==> src/sv/asac_pkg.sv <==
`timescale 1ns / 1ps
// ----------------------------------------------------------------------------
// asac_pkg
// shared types and constants of the adjacent-step array counter
// ----------------------------------------------------------------------------
package asac_pkg;

    localparam int ELEM_W  = 8;
    localparam int CFG_W   = 8;
    localparam int COUNT_W = 30;
    localparam int SUM_W   = 32;

    localparam logic [COUNT_W-1:0] COUNT_MOD       = 30'd1000000007;
    localparam logic [CFG_W-1:0]   MAX_VALUE_RESET = 8'd128;

    typedef enum logic [1:0] {
        ST_IDLE,
        ST_SWEEP,
        ST_DRAIN,
        ST_FINISH
    } t_state;

    // control bundle from the sequencer to the datapath
    typedef struct packed {
        logic ready;     // waiting for an input beat
        logic sweep;     // walking the count vector
        logic mid_done;  // element done, array goes on
        logic out_load;  // last element done, total goes to the output register
    } t_ctrl;

endpackage

==> src/sv/asac_ctrl.sv <==
`timescale 1ns / 1ps
// ----------------------------------------------------------------------------
// asac_ctrl
// sequencer: one sweep over the count vector per element
// ----------------------------------------------------------------------------
module asac_ctrl
    import asac_pkg::*;
#(
    parameter int MAX_VALUE_BOUND = 128,
    parameter int CW              = $clog2(MAX_VALUE_BOUND + 1)
)
(
    input  logic          i_clk,
    input  logic          i_rst_n,
    input  logic          i_accept,
    input  logic          i_last,
    input  logic          i_out_free,
    output t_ctrl         o_ctrl,
    output logic [CW-1:0] o_step
);

    t_state        r_state;
    t_state        n_state;
    logic [CW-1:0] r_step;
    logic [CW-1:0] n_step;

    always_ff @(posedge i_clk) begin
        if (!i_rst_n) begin
            r_state <= ST_IDLE;
            r_step  <= '0;
        end else begin
            r_state <= n_state;
            r_step  <= n_step;
        end
    end

    always_comb begin
        n_state = r_state;
        n_step  = r_step;
        o_ctrl  = '0;
        case (r_state)
            ST_IDLE: begin
                o_ctrl.ready = 1'b1;
                if (i_accept) begin
                    n_state = ST_SWEEP;
                    n_step  = '0;
                end
            end
            ST_SWEEP: begin
                o_ctrl.sweep = 1'b1;
                n_step       = r_step + CW'(1);
                if (r_step == CW'(MAX_VALUE_BOUND)) begin
                    n_state = ST_DRAIN;
                end
            end
            ST_DRAIN: begin
                n_state = ST_FINISH;
            end
            ST_FINISH: begin
                if (!i_last) begin
                    o_ctrl.mid_done = 1'b1;
                    n_state         = ST_IDLE;
                end else if (i_out_free) begin
                    o_ctrl.out_load = 1'b1;
                    n_state         = ST_IDLE;
                end
            end
            default: begin
                n_state = ST_IDLE;
            end
        endcase
    end

    assign o_step = r_step;

endmodule

==> config.mk <==
export PLATFORM = sky130hd
export DESIGN_NAME = asac_ctrl
export DESIGN_NICKNAME = d
export VERILOG_FILES = /design/src/sv/asac_pkg.sv /design/src/sv/asac_ctrl.sv
export SDC_FILE = /design/constraint.sdc
export NUM_CORES = 1
export LEC_CHECK = 0
export ABC_AREA = 1
export BUFFER_PORTS_ARGS = -buffer_cell sky130_fd_sc_hd__buf_2
export CAP_MARGIN = 20
export CORE_UTILIZATION = 35
export DETAILED_ROUTE_END_ITERATION = 8
export GPL_ROUTABILITY_DRIVEN = 0
export PLACE_DENSITY_LB_ADDON = 0.05
export REMOVE_ABC_BUFFERS = 1
export SLEW_MARGIN = 20
export SYNTH_ARGS = -nofsm -noshare
export SYNTH_HDL_FRONTEND = slang
export SYNTH_SLANG_ARGS = --single-unit
==> constraint.sdc <==
create_clock -name i_clk -period 1.25 [get_ports i_clk]
set_input_delay 0.0625 -clock i_clk [delete_from_list [all_inputs] [get_ports i_clk]]
set_output_delay 0.0625 -clock i_clk [all_outputs]
set_load 0.01 [all_outputs]
* Yosys cells after proc, flatten, opt, wreduce, memory -nomap -nowiden
Index checks and enable logic that the tools add are counted.
** Cells by class
- $add $sub $neg :: 1
- Equal/unequal tests :: 7
- Muxes and demuxes :: 13
- Reductions and logical operators :: 4
** Operator list (count)
- $pmux W8 S2 :: 1
- $mux W2 :: 5
- $add A8 B1 Y8 const B :: 1
- $eq A8 B8 Y1 const B :: 1
- $mux W8 :: 1
- $pmux W2 S4 :: 1
- $mux W1 :: 5
- $eq A2 B2 Y1 const B :: 2
- $ne A2 B2 Y1 const B :: 2
- $ne A3 B3 Y1 const B :: 1
- $reduce_and A3 Y1 :: 1
- $eq A2 B1 Y1 const B :: 1
- $logic_not A2 Y1 :: 1
- $reduce_and A2 Y1 :: 1
- $reduce_bool A2 Y1 :: 1
** Storage, ports and cells
- Register bits after elaboration :: 10
- Input port bits :: 5
- Output and inout port bits :: 12
- Word-level logic and storage cells :: 27

* Logic depth before layout (Yosys ltp)
Gate-level depths: netlist of run 1.
- Depth after elaboration :: 3
- Mapped depth :: 9
- Gate-level depth less buffers :: 9

* Worst setup path before layout of run 1
OpenSTA, ideal clock, no wires.
- Path type :: register -> register
- Start point :: register r_state[0]
- End point :: register r_step[5] (netlist: o_step[5])
- Setup time :: 0.118 ns
- Data arrival time :: 1.234 ns
- Required time :: 1.132 ns
- Slack :: -0.102 ns
- Stages on the path, launching flop included :: 9
- Buffers on the path :: 0
- Period minus slack after synthesis :: 1.352 ns
- Cells stage by stage :: dfxtp_1 -> inv_1 -> ha_1 -> nand2_1 -> nand2_2 -> o21ai_2 -> inv_2 -> o21ai_0 -> nor2_1
** Between the ends
- Cells in the longest elaborated chain, start to end :: 3
- Elaborated cells between the ends (all ways) :: 6
- Classes of those cells :: eq/ne: 2; mux: 1; reduce/logical: 3
** Ends and longest elaborated chain
- start, declared :: RTL line asac_ctrl.sv:22 : t_state r_state;
- start signal, assigned :: RTL line asac_ctrl.sv:32 : r_state <= n_state;
- $eq A2 B1 Y1 or $logic_not A2 Y1 (tied branches) :: RTL line asac_ctrl.sv:41 : case (r_state)
- $reduce_bool A2 Y1 (no line) or $ne A2 B2 Y1 (tied branches)
- $reduce_and A2 Y1 (no line)
- end signal, assigned :: RTL line asac_ctrl.sv:33 : r_step <= n_step;
- end, declared :: RTL line asac_ctrl.sv:24 : logic [CW-1:0] r_step;
Several ways; a longest one is shown, not always the timed one.
A chain may end at the register's enable or synchronous reset.

* Worst setup path after layout of run 1
- Start point :: register r_state[0]
- End point :: register r_step[3] (netlist: o_step[3])
Same word-level chain as after synthesis.

==> reports/metrics.csv, run 1 <==
metric,value,unit
most frequent cells in the layout,"nand2_1 (15), buf_2 (15), buf_4 (15)",
clock root cell,clkbuf_4,
DR iter-0 viols,23,
M3 GR Usage,4.800,%
First-pass DRT Iterations,4,
Rows,15,
layout cells sized above 1,55.40,%
gr busiest metal,met2,
failing checks,setup timing,
CP Class,flop to flop,
DP Area,859.6,µm²
number of antenna diodes,0,
GRT met1 Usage,23.23,%
synth warn,0,
maximum VDD drop,1.511,mV
Fmax,756.1,MHz
max-slew headroom at the worst pin,85.98,%
Core Area,0.001727,mm²
clk slew on worst S/H paths,0.08,ns
Startpoint Class,flop,
cell area power density,2026,mW/mm²
r2r worst-path depth,7,
min-delay src,i_rst_n,
dpl ws,-0.1490,ns
outcome,"finished, violations left",
DPL Wire Length,1169,µm
Tcrit/Tclk final,105.8,%
first-pass GRT wire length,2642,µm
hold buffers post-CTS,0,
fin area,0.001114,mm²
CTS tree,yes,
Yosys cell types,17,
Total Routing Usage GR,18.44,%
Starting Density,37.68,%
FF-to-FF Start,r_state[0],
Hold Path End,r_state[0],
worst min-delay path category,input port to flop,
quantity of I/O buffers inserted on ports,16,
Final setup violation count,5,
H-tree depth,1,
"Seq/Total Area, Yosys",30.77,%
final hold violation count,0,
synthesized flop and latch total,10,
Die Y,45.12,µm
Final nets,151,
largest net degree at the start of global routing,8,
critical path required time,1.42,ns
GR Overflow Total,0,
area grow syn2layout,71.15,%
Worst Tran Pin Value,0.2100,ns
Clock Tree Buf Depth,2,
max-slew violations,0,
die width,45.12,µm
Leakage Power,0.5162,nW
CTS Buf Count,3,
hold slack,0.05953,ns
worst setup margin,-0.07265,ns
die area,0.002035,mm²
Sink Count,10,
crit end category,flop,
synthesized netlist cell count,100,
post-synthesis cell area,650.6,µm²
routed vias/inst,4.841,
"antenna viol nets, final",0,
# IOs,17,
total number of vias,794,
crit path DAT,1.49,ns
GR Util met2,29.86,%
worst-path fanout max,6,
# Max-Cap Violations,0,
initial antenna violation count,0,
DRC viols,0,
Syn Area/Cell,6.506,µm²
worst skew pair latency,0.27,ns
Post-Route WL,1958,µm
vias in the first global route,635,
RSZ-0062 raised after global routing,yes,
RR Endpoint,o_step[3],
fin crit period,1.323,ns
skew final,0.002861,ns
worst reg2reg setup slack,-0.07,ns
WHS Path Cells,3,
routed len/inst,11.94,µm
-- timing repair --
action | 4_1_cts | 5_1_grt
gates resized for setup | 23 | 28
buffers inserted | 3 | 4
pin swaps | 7 | 11
gates cloned | 0 | 0
endpoints found under the setup margin | 12 | 11
-- metrics by stage --
step | utilization [%] | TNS (ns) | total power [mW] | std cells
2_1_floorplan | - | -0.3315 | 0.9301 | 100
3_3_place_gp | 49.78 | -0.5786 | 1.357 | 154
3_5_place_dp | 49.78 | -0.6263 | 1.358 | 154
4_1_cts | 56.88 | -0.05478 | 1.938 | 160
5_1_grt | 64.49 | -0.6013 | 2.384 | 164
6_report | 64.49 | -0.1969 | 2.257 | 164
-- kinds of logic after synthesis --
logic type                 synth area share [%]
and+or+nand+nor                           35.38
DFF                                       30.77
buffers and inverters                     12.11
adders and majority gates                 11.54
AOI/OAI and AO/OA                         10.19
-- per-layer routing --
layer,share of wire (%),up-vias
met2,51,31
met4,0.46,0
met3,4.6,2
li1,-,387
met5,0,-
met1,44,374
-- flip-flops by register name, summed over array words and instances, names as in the netlist --
name / flops
o_step: 8
r_state: 2
-- critical path: stages (launching register included) --
cell	delay, ns
dfxtp_4	0.37
buf_6	0.12
ha_4	0.16
nand2_2	0.09
nand2_4	0.09
buf_4	0.15
a21oi_1	0.17
nor3_2	0.06
-- final cells by class --
class,instances,area (µm²)
clock buffers,4,36.28
fillers,163,613.1
inverters,21,91.34
multi-input cells,69,504.2
flip-flops and latches,10,206.4
well taps,25,31.28
repair buffers,35,244.0
-- report_power, final --
part	internal (mW)	leakage, nW	switching (mW)	total [mW]
clock network	0.177	0.0210	0.135	0.312
logic	0.757	0.413	0.751	1.51
registers	0.378	0.0826	0.0581	0.436
total	1.31	0.516	0.944	2.26
-- Yosys cell counts, drive strengths merged --
library cell   n  area [µm²]
a21oi          8       40.04
o21ai          3       18.77
nand3          5       25.02
nand2         24       105.1
ha             6       75.07
inv           21       78.82
nor2          17       73.82
dfxtp         10       200.2
nor3           4       20.02
a211oi         1       7.510
nand4          1       6.260
-- worst max-delay path by stage --
stage	end	depth (start not counted)	start	slack, ns
after floorplan	o_step[5]	8	r_state[0]	-0.10
after global placement	o_step[5]	8	r_state[0]	-0.15
after detailed placement	o_step[5]	8	r_state[0]	-0.15
after CTS	o_step[5]	9	r_state[0]	-0.03
after global routing	o_step[7]	9	r_state[0]	-0.1
final	o_step[3]	7	r_state[0]	-0.07
No activity file was read; power rests on OpenSTA's default activity.
==> run 2, diff against run 1 <==
--- a/config.mk
+++ b/config.mk
@@ -8,7 +8,7 @@
 export ABC_AREA = 1
 export BUFFER_PORTS_ARGS = -buffer_cell sky130_fd_sc_hd__buf_2
 export CAP_MARGIN = 20
-export CORE_UTILIZATION = 35
+export CORE_UTILIZATION = 45
 export DETAILED_ROUTE_END_ITERATION = 8
 export GPL_ROUTABILITY_DRIVEN = 0
 export PLACE_DENSITY_LB_ADDON = 0.05
==> constraint.sdc (replaced) <==
create_clock -name i_clk -period 1.5 [get_ports i_clk]
set_input_delay 0.075 -clock i_clk [delete_from_list [all_inputs] [get_ports i_clk]]
set_output_delay 0.075 -clock i_clk [all_outputs]
set_load 0.01 [all_outputs]
==> reports/metrics.csv, run 2 (synthesis results as in run 1) <==
metric,value,unit,change
cell area power density,1486,mW/mm²,was 2026 mW/mm²
CTS Buf Count,3,,unchanged
First-pass DRT Iterations,4,,unchanged
Starting Density,49.38,%,was 37.68%
DR iter-0 viols,13,,was 23
max-slew violations,0,,unchanged
Worst Tran Pin Value,0.2078,ns,was 0.2100 ns
worst skew pair latency,0.27,ns,about the same
Clock Tree Buf Depth,2,,unchanged
setup_tns,0,ns,was -0.1969 ns
H-tree depth,1,,unchanged
Multi-input gate area,384.1,µm²,was 504.2 µm²
Post-Route WL,1289,µm,was 1958 µm
area grow syn2layout,24.23,%,was 71.15%
die area,0.001602,mm²,was 0.002035 mm²
Sink Count,10,,unchanged
critical-path cell list,"inv_1, ha_1, inv_1, nand2_1, nand2_2, o21ai_4, inv_2, o21ai_1, nor2_1",,"was buf_6, ha_4, nand2_2, nand2_4, buf_4, a21oi_1, nor3_2"
Final nets,133,,was 151
Startpoint Class,flop,,unchanged
RSZ-0062 raised after global routing,no,,was yes
clock root cell,clkbuf_4,,unchanged
most frequent cells in the layout,"inv_1 (20), nand2_1 (19), buf_2 (16)",,"was nand2_1 (15), buf_2 (15), buf_4 (15)"
register area,202.7,µm²,was 206.4 µm²
CP dominant cell by count,inv_1,,
post-CTS setup buffer count,0,,was 3
DRC viols,0,,unchanged
CP Class,flop to flop,,unchanged
Leakage Power,0.3967,nW,was 0.5162 nW
routed vias/inst,4.493,,was 4.841
GR Overflow Total,0,,unchanged
Fmax,735.7,MHz,was 756.1 MHz
skew final,0.003865,ns,was 0.002861 ns
worst-path fanout max,5,,was 6
initial antenna violation count,0,,unchanged
max incr delay on CP,0.34,ns,was 0.37 ns
fillcell total,129,,was 163
number of antenna diodes,0,,unchanged
max-slew headroom at the worst pin,86.15,%,was 85.98%
crit path DAT,1.53,ns,was 1.49 ns
# Max-Cap Violations,0,,unchanged
routed len/inst,9.478,µm,was 11.94 µm
first-pass GRT wire length,1897,µm,was 2642 µm
Final Power,1.201,mW,was 2.257 mW
vias in the first global route,483,,was 635
layout cells sized above 1,27.27,%,was 55.40%
worst min-delay path category,input port to flop,,unchanged
Rows,13,,was 15
Total Routing Usage GR,18.32,%,was 18.44%
DPL Wire Length,1035,µm,was 1169 µm
final hold violation count,0,,unchanged
largest net degree at the start of global routing,8,,unchanged
# IOs,17,,unchanged
dpl ws,0.04512,ns,was -0.1490 ns
fin crit period,1.359,ns,was 1.323 ns
maximum VDD drop,1.027,mV,was 1.511 mV
Slowest cell on crit path,dfxtp_2,,was dfxtp_4
Largest register FFs,8,,unchanged
quantity of I/O buffers inserted on ports,16,,unchanged
die width,40.03,µm,was 45.12 µm
"most common cell after layout, fill and taps aside",inv_1,,
clk slew on worst S/H paths,0.07,ns,was 0.08 ns
hold buffers post-CTS,0,,unchanged
Core Area,0.001318,mm²,was 0.001727 mm²
Tcrit/Tclk final,90.62,%,was 105.8%
CTS tree,yes,,unchanged
Die Y,40.03,µm,was 45.12 µm
crit end category,flop,,unchanged
total number of vias,611,,was 794
outcome,"finished, final reports clean",,"was finished, violations left"
"antenna viol nets, final",0,,unchanged
critical path required time,1.67,ns,was 1.42 ns
Final setup violation count,0,,was 5
worst setup margin,0.1407,ns,was -0.07265 ns
run 2: metrics by stage:
stage,area (µm²),instances,util [%],hold WS [ns]
after floorplan,650.6,100,-,0.1957
after CTS,793.3,136,60.21,0.06285
after detailed placement,757.0,132,57.45,0.3502
after global placement,757.0,132,57.45,0.3498
final,808.3,136,61.35,0.07460
after global routing,808.3,136,61.35,0.07780
run 2: area by class of cell:
cell class	instances	share of cell area (%)
Inverter	21	9.752
Timing Repair Buffer	17	10.84
Clock buffer	4	4.489
Multi-Input combinational cell	69	47.52
Sequential cell	10	25.08
Tap cell	15	2.322
run 2: what timing repair did:
item	in CTS	in global routing
gates resized for setup	0	6
hold endpoints to repair	0	0
setup endpoints to repair	0	4
run 2: final timing paths:
check	depth (start not counted)	slack (ns)	end	start
max reg2reg	9	0.14	o_step[6]	r_state[1]
min reg2reg	2	0.50	o_step[7]	o_step[7]
max	9	0.14	o_step[6]	r_state[1]
min	3	0.07	r_state[0]	i_rst_n
run 2: layer usage:
metal / vias up / routed length [µm] / GRT usage (%)
li1: 347 / - / -
met1: 245 / 669 / 23.00
met2: 17 / 512 / 26.21
met3: 2 / 99 / 10.56
met4: 0 / 8 / 5.172
met5: - / 0 / 0
run 2: worst max-delay path, delay by kind of cell, from the launching register on:
kind / cells / cell delay (ns)
AOI/OAI and AO/OA: 2 / 0.25
adders and majority gates: 1 / 0.26
buffers and inverters: 3 / 0.20
DFF: 1 / 0.34
and+or+nand+nor: 3 / 0.21
run 2: power by group:
| part | internal (mW) | leakage, nW | switching, mW |
|---|---|---|---|
| Combinational | 0.231 | 0.294 | 0.376 |
| Clock | 0.147 | 0.0210 | 0.0946 |
| Sequential | 0.310 | 0.0818 | 0.0413 |
