## src/sv/asac_pkg.sv

```systemverilog
`timescale 1ns / 1ps
// ----------------------------------------------------------------------------
// asac_pkg
// shared types and constants of the adjacent-step array counter
// ----------------------------------------------------------------------------
package asac_pkg;

    localparam int ELEM_W  = 8;
    localparam int CFG_W   = 8;
    localparam int COUNT_W = 30;
    localparam int SUM_W   = 32;

    localparam logic [COUNT_W-1:0] COUNT_MOD       = 30'd1000000007;
    localparam logic [CFG_W-1:0]   MAX_VALUE_RESET = 8'd128;

    typedef enum logic [1:0] {
        ST_IDLE,
        ST_SWEEP,
        ST_DRAIN,
        ST_FINISH
    } t_state;

    // control bundle from the sequencer to the datapath
    typedef struct packed {
        logic ready;     // waiting for an input beat
        logic sweep;     // walking the count vector
        logic mid_done;  // element done, array goes on
        logic out_load;  // last element done, total goes to the output register
    } t_ctrl;

endpackage

```

## src/sv/asac_mod3.sv

```systemverilog
`timescale 1ns / 1ps
// ----------------------------------------------------------------------------
// asac_mod3
// registered three-input adder modulo 1e9+7, inputs already reduced
// ----------------------------------------------------------------------------
module asac_mod3
    import asac_pkg::*;
(
    input  logic               i_clk,
    input  logic               i_rst_n,
    input  logic               i_clr,
    input  logic               i_en,
    input  logic [COUNT_W-1:0] i_a,
    input  logic [COUNT_W-1:0] i_b,
    input  logic [COUNT_W-1:0] i_c,
    output logic [COUNT_W-1:0] o_sum
);

    localparam logic [SUM_W-1:0] MOD1 = SUM_W'(COUNT_MOD);
    localparam logic [SUM_W-1:0] MOD2 = SUM_W'(COUNT_MOD) + SUM_W'(COUNT_MOD);

    logic [SUM_W-1:0]   s_raw;
    logic [SUM_W-1:0]   s_red;
    logic [COUNT_W-1:0] r_sum;
    logic [COUNT_W-1:0] n_sum;

    // sum stays below three times the modulus, so two trial subtracts cover it
    always_comb begin
        s_raw = SUM_W'(i_a) + SUM_W'(i_b) + SUM_W'(i_c);
        if (s_raw >= MOD2) begin
            s_red = s_raw - MOD2;
        end else if (s_raw >= MOD1) begin
            s_red = s_raw - MOD1;
        end else begin
            s_red = s_raw;
        end
        n_sum = r_sum;
        if (i_clr) begin
            n_sum = '0;
        end else if (i_en) begin
            n_sum = s_red[COUNT_W-1:0];
        end
    end

    always_ff @(posedge i_clk) begin
        if (!i_rst_n) begin
            r_sum <= '0;
        end else begin
            r_sum <= n_sum;
        end
    end

    assign o_sum = r_sum;

endmodule

```

## config.mk

```make
export PLATFORM = sky130hd
export DESIGN_NAME = asac_mod3
export DESIGN_NICKNAME = d
export VERILOG_FILES = /design/src/sv/asac_pkg.sv /design/src/sv/asac_mod3.sv
export SDC_FILE = /design/constraint.sdc
export NUM_CORES = 1
export LEC_CHECK = 0
export ABC_AREA = 1
export BUFFER_PORTS_ARGS = -buffer_cell sky130_fd_sc_hd__buf_4
export CORE_ASPECT_RATIO = 0.9
export CORE_MARGIN = 1.5
export CORE_UTILIZATION = 59
export CTS_CLUSTER_DIAMETER = 60
export DETAILED_ROUTE_END_ITERATION = 16
export GPL_ROUTABILITY_DRIVEN = 0
export PLACE_DENSITY = 0.95
export SYNTH_ARGS = -nofsm -noshare
export SYNTH_HDL_FRONTEND = slang
export SYNTH_SLANG_ARGS = --single-unit
```

## constraint.sdc

```tcl
create_clock -name i_clk -period 4.55 [get_ports i_clk]
set_input_delay 1.1375 -clock i_clk [delete_from_list [all_inputs] [get_ports i_clk]]
set_output_delay 1.1375 -clock i_clk [all_outputs]
set_load 0.05 [all_outputs]
```

# Word-level counts from Yosys, hierarchy flattened
# Cells that the tools add are included.
# totals
ff_bits	30
input_bits	94
# classes
n_addsub	4
magnitude_cmp	2
muxes	2
bitwise_logic	1
reduce_logical	1
# op_table
operator	count
$mux 30	2
$sub 30x30->30 const B	2
$add 31x30->32	1
$ge 32x30->1 const B	1
$ge 32x31->1 const B	1
$add 30x30->31	1
$reduce_or 2->1	1
$not 1->1	1

# Logic depth before layout (Yosys ltp)
# Gate-level depths: netlist (run 1).
# logic_depth
depth_word	5
ltp_mapped	28
ltp_nobuf	28

# Worst setup path before layout (run 1)
# OpenSTA, ideal clock, no wires.
# synth_path
path_type	input port to flip-flop
startpoint	input i_a[1]
endpoint	register r_sum[26], in the netlist o_sum[26]
setup_time_ps	118
arrival_time_ps	4167
required_time_ps	4432
slack_ps	265
path_stages	25
cell_sequence	fa_1 > ha_1 > inv_1 > fa_1 > inv_1 > nand2_1 > nand2_1 > nand3_1 > nand2_2 > nand2_1 > nand2_1 > nand2_1 > nand2_2 > nand2_2 > nor2_2 > nand2_2 > nand2_2 > nand3_4 > nand3_4 > buf_8 > nand3_2 > nand3_1 > nand2_1 > nor2_1 > nor2_1
# synth_between
elab_chain_cells	5
# synth_lines
item	line_no	rtl
from (decl)	asac_mod3.sv:13	input logic [COUNT_W-1:0] i_a,
$add 30x30->31 *	asac_mod3.sv:29	s_raw = SUM_W'(i_a) + SUM_W'(i_b) + SUM_W'(i_c);
$add 31x30->32 *	asac_mod3.sv:29	
$sub 30x30->30 or $ge 32x30->1 (tied branches)	asac_mod3.sv:33, asac_mod3.sv:32	
$mux 30	asac_mod3.sv:32	end else if (s_raw >= MOD1) begin
$mux 30 *	asac_mod3.sv:30	if (s_raw >= MOD2) begin
to (signal assigned)	asac_mod3.sv:49	r_sum <= n_sum;
to (decl)	asac_mod3.sv:24	logic [COUNT_W-1:0] r_sum;
# Every way passes the cells marked *; elsewhere a longest branch is shown, timed or not.
# A chain may end at the register's enable or synchronous reset.

# Final worst setup path (run 1)
# layout_path
startpoint	input i_a[19]
endpoint	register r_sum[14], in the netlist o_sum[14]
# layout_between
elab_chain_cells	5
# layout_lines
item	line_no
$add 30x30->31 *	asac_mod3.sv:29
$add 31x30->32 *	asac_mod3.sv:29
$ge 32x30->1	asac_mod3.sv:32
$mux 30	asac_mod3.sv:32
$mux 30 *	asac_mod3.sv:30
# Marked as above.

==> run metrics, run 1 <==
WP data arrival 4.59 ns; Cell Count, Final, Fillers Out 1662; Mapped Avg Cell Area 5.42 sq um; CTS Root Cell clkbuf_16; setup skew after layout 0 ns; DRC 0; mapped cell area 0.00718 sq mm; met3 wire length 2390 microns; Worst Setup Path Type in2reg; dpl hpwl 17700 microns; die footprint 0.0128 sq mm; sequential cell area fraction in the yosys report 8.36%; Die Span Y 108 microns; crit path time final 4.41 ns; gr ovfl total 0; Worst R2R Path Depth 4; Critical-path top delay cell fa_1; max reg flops 30; io pins 124; Routed Antenna Nets 0; nets@finish 1659; multiplexer area fraction after synthesis 0%; WL met2 10200 microns; Vias 9144; Max Root-Sink Buffers 2; Post-Synthesis Cells 1326; layout cells sized above 1 21.3%; final setup violation count 0; Core Area 0.0120 sq mm; number of global-route vias before repair 8448; DRT Pass-1 Iters 7; max-slew violations 0; fmax 227 MHz; largest net degree at the start of global routing 57; H-Tree Depth 2; Most common cell on crit path nand2_1; PortBufs 123; hold crit path type reg2reg; clock power share 7.6%; antenna fix cells 0; leakage 5.10 nW; WL met1 8500 microns; clk slew on worst S/H paths 0.05 ns; CP Capture Type flop; Power, Total 0.00404 W; largest family of logic cells by synthesized area simple AND/OR/NAND/NOR gates; first-pass GRT wire length 36100 microns; Core Rows 38; Mapped Nets 1483; setup_tns 0 ns; worst rel slew slack 63.3%; Die W 119 microns; clk sinks 30; Fillers 1004; crit start category input pin; drt via density 5.50; worst vdd ir 244 uV; Synth Warn # 0; top layer reached by signal wires met4; Worst Path Max Fanout 9; Yosys cell types 36; Crit path required time 4.72 ns; Initial Util 60.0%; simple-gate share of the synthesized area 55.9%; Worst Hold Depth 2; initial antenna violation count 0; CTS tree yes; adder-cell share of the synthesized area 14.2%; Max-Cap Viols 0; routed wire length per instance 13.2 microns; DR iter-0 viols 1157; share of power burned in registers 7.6%; biggest cell delay along the critical path 0.47 ns; worst slew pin tran 0.550 ns; CTS Buf Count 5; endpoints failing hold 0; Compound-Gate Fraction of Synth Area 5.73%; period utilization 97.0%; Post-Synth XOR/XNOR Area 3.27%; status finished, final reports clean; placed insts 1652; Power Dens Cells 451 mW/mm^2; GRT Total Usage 33.6%; Switch Pwr 0.00231 W; Int Power 0.00174 W; unrepaired setup endpoints after global routing true; synthesis-stage register bit count 30; Routed WL 22000 microns; Combinational Power Share 84.8%; worst skew pair latency 0.27 ns; Synth-to-Final Area Change 24.7%; CP cell instances buf_4 > fa_1 > ha_1 > nand2_1 > nor2_2 > inv_2 > nor2_4 > and3_1 > nand2_1 > nand2_1 > nand2_1 > nand2_1 > nand3_1 > nor2_1 > nand2_1 > nor2_4 > inv_2 > nand2_8 > nand2_1 > nand3_1 > nand3_1 > nand2_1 > inv_1; hold_buf cts 0; Switching Fraction 57.1%
critical path, delay by kind of cell:
kind | cells | cell delay (ns)
AND/OR/NAND/NOR | 17 | 2.25
adder cells (fa/ha/maj) | 2 | 0.90
buffers and inverters | 4 | 0.30
power by group through the flow:
stage	registers [W]	logic [W]	clock network, W
2_1_floorplan	0.000403	0.00216	0
3_3_place_gp	0.000310	0.00311	0
3_5_place_dp	0.000310	0.00320	0
4_1_cts	0.000306	0.00322	0.000310
5_1_grt	0.000308	0.00376	0.000329
6_report	0.000306	0.00343	0.000309
path summary, 6_finish.rpt:
path | start | end | slack, ns
hold reg to reg | o_sum[2] | o_sum[2] | 0.48
setup reg to reg | o_sum[28] | o_sum[28] | 3.83
hold / removal | o_sum[2] | o_sum[2] | 0.48
setup / recovery | i_a[19] | o_sum[14] | 0.14
cell usage after synthesis (all sizes together):
cell type / instances / area, sq um
nand2: 541 / 2160
xnor2: 3 / 26.3
inv: 199 / 749
nand3: 141 / 806
o2111ai: 1 / 8.76
and2: 7 / 43.8
a31oi: 1 / 6.26
fa: 31 / 621
nor2: 192 / 821
o21ai: 41 / 205
o22ai: 1 / 6.26
nand4: 22 / 150
xor2: 23 / 209
nor3: 5 / 25.0
a21boi: 1 / 7.51
a21oi: 34 / 178
and3: 1 / 6.26
ha: 32 / 400
buf: 15 / 131
dfxtp: 30 / 601
clkbuf: 5 / 18.8
metrics by stage:
| step | utilization, % | setup slack, ns | hold WS, ns | instance area [sq um] |
|---|---|---|---|---|
| after detailed placement | 72.4 | -0.0711 | 0.466 | 8680 |
| after CTS | 73.5 | 0.186 | 0.473 | 8810 |
| after floorplan | - | 0.265 | 0.688 | 7180 |
| final | 74.8 | 0.135 | 0.476 | 8960 |
| after global routing | 74.8 | -0.133 | 0.514 | 8960 |
| after global placement | 72.4 | 0.00757 | 0.458 | 8680 |
area by class of cell:
| class | count | area, sq um | share of cell area (%) |
|---|---|---|---|
| Clock buffer | 7 | 133 | 1.48 |
| Inverter | 199 | 749 | 8.37 |
| Sequential cell | 30 | 601 | 6.70 |
| Timing Repair Buffer | 189 | 1510 | 16.8 |
| Multi-Input combinational cell | 1077 | 5770 | 64.4 |
| Tap cell | 160 | 200 | 2.23 |
kinds of logic after synthesis:
logic type	count (synthesis)
simple gates	909
buf+inv	219
xor+xnor	26
flops	30
compound gates	79
fa+ha+maj	63
layer usage:
layer	GRT usage, %	vias up
met5	0	-
met4	14.2	0
met3	6.57	114
met2	58.5	562
met1	40.6	4008
li1	-	4460
placed cells by master, fill, tap and decap left out, types with 3 or more instances in the layout:
cell type  instances
nand4_1           20
dfxtp_1           30
inv_1            187
nand2_2           44
nor2_1           156
buf_12             4
clkbuf_16          7
o21ai_0           19
xnor2_1            3
ha_1              29
buf_4            182
a21oi_1           32
nand3_2           16
nand3_1          123
xor2_1            22
inv_2             11
nand2_4            5
nand2_1          491
o21ai_1           21
ha_2               3
nor2_4             9
fa_1              30
and2_1             7
nor2_2            27
nor3_1             5
repair_timing:
item,4_1_cts,5_1_grt
resized for setup,0,26
setup endpoints to repair,0,30
setup buffers,0,1
Note: power is estimated with default switching activity, not from simulation.
==> run 2: changes to the inputs <==
--- a/config.mk
+++ b/config.mk
@@ -5,11 +5,10 @@
 export SDC_FILE = /design/constraint.sdc
 export NUM_CORES = 1
 export LEC_CHECK = 0
-export ABC_AREA = 1
 export BUFFER_PORTS_ARGS = -buffer_cell sky130_fd_sc_hd__buf_4
-export CORE_ASPECT_RATIO = 0.9
+export CORE_ASPECT_RATIO = 2
 export CORE_MARGIN = 1.5
-export CORE_UTILIZATION = 59
+export CORE_UTILIZATION = 56
 export CTS_CLUSTER_DIAMETER = 60
 export DETAILED_ROUTE_END_ITERATION = 16
 export GPL_ROUTABILITY_DRIVEN = 0
==> run 2 against run 1 <==
Effect of this change: the flow now stops in global routing; synthesized cell count fell by 52%; area after synthesis fell by 30%.
==> run metrics, run 2 <==
Synth top area share 12.3%; status stopped before the end; predominant post-synthesis flop cell dfxtp_1; worst setup endpoint GRT o_sum[8]$_SDFFE_PP0P_/D; Core Rows 48; dpl hpwl 16000 microns; area leader, netlist fa_1; pre-CTS setup slack -0.914 ns; Initial Util 57.8%; Synth Warn # 0; io pins 124; Yosys cell types 87; most instantiated cells after synthesis 66 x nand2_1, 61 x a21oi_1, 44 x nor2_1; most common cell in the netlist nand2_1; hold_buf cts 0; Mapped Nets 788; largest net degree at the start of global routing 36; clk sinks 30; Fail Step global routing; CTS Root Cell clkbuf_16; Max Root-Sink Buffers 2; Halt Reason [ERROR GRT-0232] Routing congestion too high. Check the congestion heatmap in the GUI.; gr ovfl total 1350; Post-Synthesis Cells 631; GRT Total Usage 106%; PortBufs 123; Post-synth ARST share 0%; Die W 70.1 microns; sequential cell area fraction in the yosys report 11.9%; EDFF count, synth 0; Worst EP kind register data pin; Die Span Y 137 microns; mapped cell area 0.00504 sq mm; synthesis-stage register bit count 30; H-Tree Depth 2; CTS Buf Count 5; Synth area leaders fa_1 12%, dfxtp_1 12%, ha_1 7.9%, a21oi_1 6.1%, nand2_1 4.9%; Mapped Avg Cell Area 7.98 sq um
==> run 2: changes by cell type after synthesis, moves of 15 or more <==
cell,change
nand3_1,-100
nand2_1,-430
a21oi_1,+29
nor2_2,-24
o21ai_0,+15
inv_1,-177
nor2_1,-118
xnor2_1,+23
nand2_2,-40
==> run 2: logic make-up after synthesis <==
family	after synthesis	share of synthesized area, %
AO/OA/AOI/OAI	224	32.2
AND/OR/NAND/NOR	222	22.4
adder cells (fa/ha/maj)	63	20.3
multiplexers	8	1.64
XOR/XNOR	42	7.68
flip-flops	30	11.9
buffers and inverters	42	3.90
==> run 2: repair_timing <==
item                                   CTS
resized for setup                       58
setup endpoints to repair               30
endpoints found under the hold margin    0
pin swaps                               22
gates cloned                             2
buffers inserted                        17
==> run 2: through the flow <==
step / setup TNS [ns] / std cells / area [sq um] / hold WS (ns) / util, %
2_1_floorplan: -12.23 / 631 / 5060 / 0.660 / -
3_3_place_gp: -18.00 / 1015 / 7390 / 0.435 / 84.9
3_5_place_dp: -24.52 / 1015 / 7390 / 0.448 / 84.9
4_1_cts: -12.18 / 1042 / 7980 / 0.457 / 91.6
==> run 2: layer usage <==
| layer | global-route usage (%) | GRT overflow |
|---|---|---|
| met4 | 117 | 179 |
| met2 | 161 | 1161 |
| met1 | 86.9 | 8 |
| met3 | 63.8 | 2 |
| met5 | 7.22 | 0 |
==> run 3: changes to the inputs <==
--- a/config.mk
+++ b/config.mk
@@ -6,13 +6,11 @@
 export NUM_CORES = 1
 export LEC_CHECK = 0
 export BUFFER_PORTS_ARGS = -buffer_cell sky130_fd_sc_hd__buf_4
-export CORE_ASPECT_RATIO = 2
 export CORE_MARGIN = 1.5
-export CORE_UTILIZATION = 56
-export CTS_CLUSTER_DIAMETER = 60
+export CORE_UTILIZATION = 40
 export DETAILED_ROUTE_END_ITERATION = 16
 export GPL_ROUTABILITY_DRIVEN = 0
-export PLACE_DENSITY = 0.95
+export PLACE_DENSITY_LB_ADDON = 0.15
 export SYNTH_ARGS = -nofsm -noshare
 export SYNTH_HDL_FRONTEND = slang
 export SYNTH_SLANG_ARGS = --single-unit
==> run 3 against run 2 <==
Effect of this change: area after synthesis unchanged; the flow now finishes, with violations (negative setup slack); synthesized cell count unchanged.
==> run metrics, run 3 <==
dpl hpwl 13000 microns; crit start category input pin; fmax 196 MHz; Synth Warn # 0; WP data arrival 5.30 ns; CTS Root Cell clkbuf_16; Post-synth ARST share 0%; leakage 3.86 nW; EDFF count, synth 0; worst vdd ir 226 uV; predominant post-synthesis flop cell dfxtp_1; io pins 124; Mapped Avg Cell Area 7.98 sq um; setup skew after layout 0 ns; Vias 6322; Mapped Nets 788; final core utilization 70.6%; DR iter-0 viols 457; final setup violation count 30; area leader, netlist fa_1; Compound-Gate Fraction of Synth Area 32.2%; Routed Antenna Nets 0; largest net degree at the start of global routing 36; die footprint 0.0133 sq mm; status finished with violations; number of global-route vias before repair 6264; Post-Synthesis Cells 631; hold_buf cts 0; unrepaired setup endpoints after global routing true; most frequent cells in the layout 341 x buf_4, 64 x nand2_1, 52 x a21oi_1, 39 x nor2_1; DRC 0; H-Tree Depth 2; first-pass GRT wire length 28500 microns; antenna fix cells 0; setup_tns -12.87 ns; Crit path required time 4.74 ns; worst setup margin -0.564 ns; multiplexer area fraction after synthesis 1.64%; Post-Synth XOR/XNOR Area 7.68%; Initial Util 41.4%; most common cell in the netlist nand2_1; max reg flops 30; GRT Total Usage 25.9%; Worst Path Max Fanout 7; endpoints failing hold 0; worst skew pair latency 0.27 ns; layout cells sized above 1 48.9%; Cell Count, Final, Fillers Out 1137; PortBufs 123; nets@finish 1125; worst slew pin tran 0.706 ns; Max-Cap Viols 0; crit path time final 5.11 ns; most instantiated cells after synthesis 66 x nand2_1, 61 x a21oi_1, 44 x nor2_1; gr ovfl total 0; Max Root-Sink Buffers 2; failing checks negative setup slack; Synth-to-Final Area Change 70.5%; Fillers 938; largest family of logic cells by synthesized area compound AO/OA/AOI/OAI gates; simple-gate share of the synthesized area 22.4%; mapped cell area 0.00504 sq mm; CP Capture Type flop; CTS tree yes; worst rel slew slack 52.8%; routed wire length per instance 15.9 microns; Worst Setup Path Type in2reg; drt via density 5.56; CTS Buf Count 5; Core Area 0.0122 sq mm; initial antenna violation count 0; period utilization 112%; synthesis-stage register bit count 30; Core Rows 40; most common cell after layout, fill and taps aside buf_4; Synth top area share 12.3%; clk sinks 30; Power Dens Cells 523 mW/mm^2; Routed WL 18100 microns; Yosys cell types 87; Die W 115 microns; Power, Total 0.00449 W; Synth area leaders fa_1 12%, dfxtp_1 12%, ha_1 7.9%, a21oi_1 6.1%, nand2_1 4.9%; Die Span Y 115 microns; placed insts 1090; clk slew on worst S/H paths 0.05 ns; pre-CTS setup slack -0.766 ns; sequential cell area fraction in the yosys report 11.9%; adder-cell share of the synthesized area 20.3%; hold crit path type reg2reg; max-slew violations 0; DRT Pass-1 Iters 5
==> run 3: cell counts after synthesis <==
No cell type changed its count.
==> run 3: layout make-up <==
cell class                 instances  area (sq um)  area share (%)
sequential                        30           601            6.99
clock buffer                       7           143            1.66
multi-input combinational        559          4790            55.7
inverter                          12          45.0           0.524
tap                              168           210            2.45
clock inverter                     1          5.00          0.0583
timing repair buffer             360          2800            32.6
==> run 3: cells by family after synthesis <==
logic type	count (synthesis)
compound gates	224
simple gates	222
fa+ha+maj	63
xor+xnor	42
buf+inv	42
flops	30
mux	8
==> run 3: final timing paths <==
path	from	to	slack, ns	depth (start not counted)
setup / recovery	i_a[1]	o_sum[17]	-0.56	18
hold / removal	o_sum[3]	o_sum[3]	0.45	2
setup reg to reg	o_sum[14]	o_sum[14]	3.64	2
hold reg to reg	o_sum[3]	o_sum[3]	0.45	2
==> run 3: layer usage <==
| metal | part of all wire, % | GRT usage, % | vias to the layer above |
|---|---|---|---|
| met1 | 41 | 33.0 | 2918 |
| met3 | 6.2 | 2.53 | 75 |
| met4 | 3.6 | 9.79 | 0 |
| li1 | - | - | 3028 |
| met5 | 0 | 0 | - |
| met2 | 49 | 45.3 | 301 |
==> run 3: worst max-delay path: stages <==
cell and delay (ns):
buf_6 0.09, fa_1 0.54, ha_2 0.19, inv_2 0.04
fa_2 0.36, nor2b_4 0.15, o211a_4 0.20, o211ai_1 0.19
a211o_1 0.33, a211o_1 0.34, o21ai_2 0.21, a2111oi_4 0.09
o41a_4 0.58, buf_6 0.16, a21oi_4 0.13, a21oi_1 0.08
or3_1 0.37, o211ai_1 0.12
==> run 3: metrics by stage <==
stage	instance area (sq um)	hold slack [ns]
3_5_place_dp	7540	0.445
4_1_cts	8130	0.452
5_1_grt	8590	0.472
2_1_floorplan	5060	0.660
6_report	8590	0.448
3_3_place_gp	7540	0.438
==> run 3: power by group <==
part           total, W  switching (W)  internal, W
clock          0.000327       0.000111     0.000216
sequential     0.000332      0.0000246     0.000307
combinational   0.00383        0.00200      0.00183
==> run 3: what timing repair did <==
action,CTS,global route
pin swaps,31,37
resized for setup,53,61
setup buffers,21,19
setup endpoints to repair,30,30
==> run 4: changes to the inputs <==
--- a/config.mk
+++ b/config.mk
@@ -5,6 +5,7 @@
 export SDC_FILE = /design/constraint.sdc
 export NUM_CORES = 1
 export LEC_CHECK = 0
+export ABC_AREA = 1
 export BUFFER_PORTS_ARGS = -buffer_cell sky130_fd_sc_hd__buf_4
 export CORE_MARGIN = 1.5
 export CORE_UTILIZATION = 40
==> run 4 against run 3 <==
Effect of this change: design area rose by 15%; highest routed layer unchanged; critical path depth rose by 11; non-clock buffer count fell by 94; wire length rose by 27%; the run now ends clean; final cell count rose by 59%; largest power group unchanged; clock skew did not move; critical path type unchanged; first-iteration DRC count rose by 65%.
==> run metrics, run 4 (same netlist as run 1, synthesis figures left out) <==
gr ovfl total 0; DR iter-0 viols 756; WHS 0.466 ns; die footprint 0.0188 sq mm; worst rel slew slack 63.6%; Power Dens Cells 450 mW/mm^2; worst setup margin 0.152 ns; met3 wire length 1480 microns; Routed Antenna Nets 0; Most common cell on crit path nand2_2; Crit path required time 4.73 ns; worst skew pair latency 0.28 ns; WL met1 9980 microns; setup_tns 0 ns; GRT Total Usage 24.6%; Vias 8834; PortBufs 123; most frequent cells in the layout 467 x nand2_1, 252 x buf_4, 184 x inv_1, 151 x nor2_1, 115 x nand3_1; most common cell after layout, fill and taps aside nand2_1; CTS Root Cell clkbuf_16; DRT Pass-1 Iters 7; CTS Buf Count 5; clk sinks 30; Worst Path Max Fanout 6; antenna fix cells 0; nets@finish 1736; Max-Cap Viols 0; Max Root-Sink Buffers 2; Worst Path Buf+Inv 6; Die Span Y 137 microns; Die W 137 microns; H-Tree Depth 2; worst slew pin tran 0.545 ns; biggest cell delay along the critical path 0.54 ns; routed wire length per instance 12.8 microns; WP data arrival 4.57 ns; top layer reached by signal wires met4; final setup violation count 0; period utilization 96.6%; hold_buf cts 0; CP Capture Type flop; first-pass GRT wire length 37100 microns; Routed WL 23000 microns; io pins 124; Core Area 0.0174 sq mm; leakage 5.54 nW; CTS tree yes; WL met2 11200 microns; layout cells sized above 1 28.1%; Initial Util 41.2%; fmax 227 MHz; Fillers 1827; largest net degree at the start of global routing 57; DRC 0; worst vdd ir 233 uV; endpoints failing hold 0; hold crit path type reg2reg; dpl hpwl 19400 microns; Power, Total 0.00444 W; crit path time final 4.40 ns; Core Rows 48; Worst Setup Path Type in2reg; max-slew violations 0; drt via density 4.90; setup skew after layout 0 ns; pre-CTS setup slack -0.245 ns; initial antenna violation count 0; Synth-to-Final Area Change 37.5%; clk slew on worst S/H paths 0.05 ns; number of global-route vias before repair 8081; crit start category input pin; Critical-path top delay cell fa_1; status finished, final reports clean; max reg flops 30; critical path's top delay family simple AND/OR/NAND/NOR gates
run 4: power breakdown:
part	switching, W	total [W]	internal (W)
Clock	0.000116	0.000313	0.000197
Sequential	0.0000143	0.000305	0.000291
Combinational	0.00227	0.00382	0.00155
Total	0.00240	0.00444	0.00204
run 4: stage by stage:
| step | cell area, sq um | std cells | util (%) |
|---|---|---|---|
| floorplan | 7180 | 1326 | - |
| global placement | 9250 | 1781 | 53.1 |
| detailed placement | 9250 | 1781 | 53.1 |
| CTS | 9390 | 1788 | 53.9 |
| global route | 9880 | 1804 | 56.7 |
| finish | 9880 | 1804 | 56.7 |
run 4: cell type report:
| type | count | area, sq um | share of cell area, % |
|---|---|---|---|
| clock buffer | 5 | 125 | 1.27 |
| tap | 225 | 282 | 2.85 |
| clock inverter | 2 | 10.0 | 0.101 |
| multi-input combinational | 1077 | 5990 | 60.6 |
| sequential | 30 | 601 | 6.08 |
| inverter | 199 | 752 | 7.61 |
| timing repair buffer | 266 | 2120 | 21.5 |
run 4: what timing repair did:
action	in CTS	in global routing
setup endpoints to repair	0	30
resized for setup	0	98
buffers inserted	0	14
run 4: worst paths after layout:
check	from	to	slack, ns	cells past startpoint
max	i_c[1]	o_sum[26]	0.15	29
min	o_sum[1]	o_sum[1]	0.47	2
max reg2reg	o_sum[28]	o_sum[28]	3.81	4
min reg2reg	o_sum[1]	o_sum[1]	0.47	2
run 4: per-layer routing:
| metal | track usage [%] | up-vias |
|---|---|---|
| met5 | 0 | - |
| met4 | 5.73 | 0 |
| met3 | 3.07 | 35 |
| met2 | 44.3 | 277 |
| met1 | 31.1 | 3916 |
| li1 | - | 4606 |
run 4: tightest hold or removal path, cell delays in order (launching register included):
cell and delay (ns):
dfxtp_1 0.31, nand2_1 0.06, a21oi_1 0.05
